[config.mk]
export PLATFORM = sky130hd
export DESIGN_NAME = bfpu_queue
export DESIGN_NICKNAME = d
export VERILOG_FILES = /design/src/rtl/core/bfpu_pkg.sv /design/src/rtl/core/bfpu_queue.sv
export SDC_FILE = /design/constraint.sdc
export NUM_CORES = 1
export LEC_CHECK = 0
export ABC_AREA = 1
export CAP_MARGIN = 30
export CELL_PAD_IN_SITES_DETAIL_PLACEMENT = 0
export CELL_PAD_IN_SITES_GLOBAL_PLACEMENT = 1
export CORE_ASPECT_RATIO = 0.7
export CORE_MARGIN = 5
export CORE_UTILIZATION = 48
export CTS_CLUSTER_DIAMETER = 100
export DETAILED_ROUTE_END_ITERATION = 6
export DONT_BUFFER_PORTS = 1
export PLACE_DENSITY = 0.78
export SYNTH_ARGS = -nofsm -noshare
export SYNTH_HDL_FRONTEND = slang
export SYNTH_SLANG_ARGS = --single-unit
[constraint.sdc]
create_clock -name clk -period 5.03 [get_ports clk]
set_input_delay 0.2515 -clock clk [delete_from_list [all_inputs] [get_ports clk]]
set_output_delay 0.2515 -clock clk [all_outputs]
set_load 0.1 [all_outputs]
[src/rtl/core/bfpu_pkg.sv]
// Package for the bit field pack/unpack store unit.
// Holds field widths, request and command codes, the back-end state type
// and the command record that travels from the front end to the back end.
package bfpu_pkg;

    localparam int STORE_WORDS_DEF = 64;
    localparam int WORD_W          = 64;
    localparam int OFF_W           = 6;
    localparam int CNT_W           = 7;
    localparam int BYTE_W          = 10;
    localparam int POS_OUT_W       = 13;
    localparam int QUEUE_DEPTH     = 2;

    typedef enum logic [1:0] {
        REQ_READ  = 2'd0,
        REQ_WRITE = 2'd1,
        REQ_SEEK  = 2'd2,
        REQ_CLEAR = 2'd3
    } req_type_t;

    // Work left for the back end once the front end has classified a request.
    typedef enum logic [1:0] {
        OP_PASS  = 2'd0,
        OP_READ  = 2'd1,
        OP_WRITE = 2'd2,
        OP_CLEAR = 2'd3
    } op_t;

    typedef enum logic [1:0] {
        BK_SWEEP    = 2'd0,
        BK_IDLE     = 2'd1,
        BK_ACCESS   = 2'd2,
        BK_WRITE_HI = 2'd3
    } bk_state_t;

    typedef struct packed {
        op_t                    op;
        logic [OFF_W-1:0]       offset;
        logic [CNT_W-1:0]       width;
        logic                   span;
        logic [WORD_W-1:0]      value;
        logic                   overflow;
        logic [POS_OUT_W-1:0]   pos_after;
    } cmd_t;

endpackage

[src/rtl/core/bfpu_queue.sv]
// Short command queue between the front end and the back end.
// Uses cmd_t and QUEUE_DEPTH from bfpu_pkg.
module bfpu_queue
    import bfpu_pkg::*;
#(
    parameter int IDX_W = 6
) (
    input  logic              clk,
    input  logic              rst_n,
    input  logic              push,
    input  cmd_t              push_cmd,
    input  logic [IDX_W-1:0]  push_idx,
    output logic              full,
    input  logic              pop,
    output logic              head_valid,
    output cmd_t              head_cmd,
    output logic [IDX_W-1:0]  head_idx
);

    localparam int PTR_W = $clog2(QUEUE_DEPTH);
    localparam int CNT_QW = $clog2(QUEUE_DEPTH + 1);

    cmd_t              cmd_mem [QUEUE_DEPTH];
    logic [IDX_W-1:0]  idx_mem [QUEUE_DEPTH];
    logic [PTR_W-1:0]  wr_ptr_reg;
    logic [PTR_W-1:0]  rd_ptr_reg;
    logic [CNT_QW-1:0] count_reg;
    logic [CNT_QW-1:0] count_next;

    assign full       = count_reg == CNT_QW'(QUEUE_DEPTH);
    assign head_valid = count_reg != '0;
    assign head_cmd   = cmd_mem[rd_ptr_reg];
    assign head_idx   = idx_mem[rd_ptr_reg];

    always_comb
    begin
        count_next = count_reg;
        if (push && !pop)
        begin
            count_next = count_reg + 1'b1;
        end
        else if (pop && !push)
        begin
            count_next = count_reg - 1'b1;
        end
    end

    always_ff @(posedge clk)
    begin
        if (push)
        begin
            cmd_mem[wr_ptr_reg] <= push_cmd;
            idx_mem[wr_ptr_reg] <= push_idx;
        end
    end

    always_ff @(posedge clk or negedge rst_n)
    begin
        if (!rst_n)
        begin
            wr_ptr_reg <= '0;
            rd_ptr_reg <= '0;
            count_reg  <= '0;
        end
        else
        begin
            count_reg <= count_next;
            if (push)
            begin
                wr_ptr_reg <= (wr_ptr_reg == PTR_W'(QUEUE_DEPTH - 1)) ? '0 : wr_ptr_reg + 1'b1;
            end
            if (pop)
            begin
                rd_ptr_reg <= (rd_ptr_reg == PTR_W'(QUEUE_DEPTH - 1)) ? '0 : rd_ptr_reg + 1'b1;
            end
        end
    end

endmodule

==> results.cfg <==
[floorplanning]
fp.dieW_um = 163
core_area_sq_mm = 0.0162
die-area_sq_mm = 0.0191
num_rows = 39
die_height_um = 117
initial_core_util_pct = 48.6
ios = 206

[timing]
finalMaxSlewViolations = 0
setup-tns-final_ns = 0
fmax_mhz = 352
period_needed_ns = 2.84
slew_headroom_pct = 36.9
worstMarginPinSlew_ns = 0.944
clock_skew_ns = 0.0230
final-setup-viol-count = 0
rsz0062_at_grt = no
period_share_pct = 56.5
hold_viol = 0

[logic_synthesis]
syn_area_sq_mm = 0.00787
yosys.area_share.simple_pct = 0.524
synth_fa_ha_area_share_pct = 0.159
yosysWarnings = 0
async_flop_share_pct = 1.96
synth_nets = 441
synth_most_common_cell = edfxtp_1
synth_mux_area_share_pct = 18.6
synth_edf_count = 200
ys_seq_area_share_pct = 77.6
synth_common_cells = edfxtp_1 (200), mux2_4 (90), mux2_2 (10)
synthXorXnorAreaFrac_pct = 0.334
synth_top_family_by_area = multiplexers
synth-compound-area-share_pct = 0
ys.flop_type = edfxtp_1
ys_seq_elements = 204
synth_top_cells_by_area = edfxtp_1 (76%), mux2_4 (17%), buf_12 (2.3%)
ys_types = 15
synth_top_area_share_pct = 76.3
syn_area_per_cell_sq_um = 23.4
post-synth-top-area-cell = edfxtp_1
synth_cells = 336

[critical_path]
rrSetupSlack_ns = 2.95
worst-path-stages = 2
cp-startpoint = rd_ptr_reg$_DFFE_PN0P_
r2r_cells = 3
cp_slowest_cell = dfrtp_4
crit_required_ns = 4.78
crit_family = flip-flops
cp_num_buf_inv = 1
endpoint_kind = output pin
max_stage_delay_ns = 0.95
endpoint = head_cmd[35]
rr_startpoint = wr_ptr_reg$_DFFE_PN0P_
cp_max_fo = 45
path_class = reg -> out
worstSetupStartpointType = flop
cp_cell_sequence = buf_4 > mux2_4
r2r_end = idx_mem[1][2]$_DFFE_PP_
cp.arrival_ns = 2.59

[grt]
grt_pass1_wl_mm = 22.0
grt_usage_pct = 15.1
globalRouteOverflowTotal = 0
grt_antenna_before_repair = 1
grt_max_degree = 71
grt_pass1_vias = 3791

[clock_tree]
cts.sinks = 204
cts-root-buf = clkbuf_16
cts.path.max_buffers = 3
cts_buffers = 20
insertion_delay_ns = 0.49
cts_tree = yes
h-tree-depth = 1
post-cts-setup-buffers = 0
clkTransAtPathRegs_ns = 0.06

[cells_and_area]
regArea_sq_mm = 0.00611
antenna_cells = 0
multi_input_area_sq_mm = 0.00155
n_fill_cell = 1132
drive_above_1_share_pct = 29.6
finalNetCount = 560
largest_register_ffs = 188
area_growth_pct = 23.7

[route]
drc_errors = 0
ant_nets = 0
firstDrtPassIters = 4
first_iter_violations = 225
viasPerCell = 5.03
wl_per_cell_um = 21.5
routed_wl_mm = 14.9
route.vias.total = 3479

[flow_run]
max_cap_viol_count = 0

[hold_path]
hold_start = push
hold_path.class = in -> reg

[run_status]
status = complete, no violations

[place]
port_buffers = 0
routabilityCongestion = 0.800
dpl.hpwl_mm = 9.22
logic make-up (layout without fill, tap and decap cells):
family / after synthesis / in the layout
xor+xnor: 3 / 3
fa+ha+maj: 1 / 1
buf+inv: 18 / 149
flops: 204 / 204
mux: 100 / 100
simple gates: 10 / 10
area by class of cell:
cell class / count / share of cell area (%)
clock buffer: 25 / 5.55
clock inverter: 9 / 1.25
inverter: 7 / 0.296
multi-input combinational: 114 / 16.0
sequential: 204 / 62.7
tap: 225 / 2.89
timing repair buffer: 108 / 11.3
cells in the final DEF, fill, tap and decap left out, drive strengths merged, types with 2 or more instances in the layout:
cell type	Yosys	final
buf	11	5
bufinv	0	3
clkbuf	0	25
clkinv	0	5
dfrtp	4	4
dlygate4sd3	0	103
edfxtp	200	200
inv	7	7
mux2	100	100
nand2	6	6
nor2	2	2
xor2	2	2
repair_timing:
item / CTS / global route
hold buffers: 103 / 0
hold endpoints to repair: 206 / 0
gates resized for setup: 0 / 0
per-stage QoR:
step / cells / instance area (sq um) / hold slack [ns] / worst slack, ns / util, %
after floorplan: 336 / 7880 / -0.0441 / 1.57 / -
after global placement: 554 / 8020 / -0.0438 / 2.73 / 49.5
after CTS: 692 / 9740 / 0.00533 / 2.16 / 60.1
final: 692 / 9740 / 0.0180 / 2.19 / 60.1
after detailed placement: 555 / 8040 / -0.0438 / 2.69 / 49.7
after global routing: 692 / 9740 / 0.0443 / 2.09 / 60.1
per-layer routing:
| metal | wire length, um | vias to the layer above | part of all wire [%] | global-route usage, % |
|---|---|---|---|---|
| li1 | - | 1558 | - | - |
| met1 | 6250 | 1730 | 42 | 18.9 |
| met2 | 6840 | 163 | 46 | 24.4 |
| met3 | 1490 | 26 | 10 | 6.55 |
| met4 | 265 | 2 | 1.8 | 3.91 |
| met5 | 13 | - | 0.087 | 0 |
worst min path at each step:
stage	endpoint	slack, ns	cells past startpoint
floorplan	count_reg[0]$_DFFE_PN0P_	-0.04	0
global placement	count_reg[0]$_DFFE_PN0P_	-0.04	0
detailed placement	count_reg[0]$_DFFE_PN0P_	-0.04	0
CTS	count_reg[0]$_DFFE_PN0P_	0.005	2
global route	wr_ptr_reg$_DFFE_PN0P_	0.04	1
finish	count_reg[0]$_DFFE_PN0P_	0.02	2
Power is not shown: default switching activity piles up to over one toggle a cycle in this logic, so the estimate is an artifact.
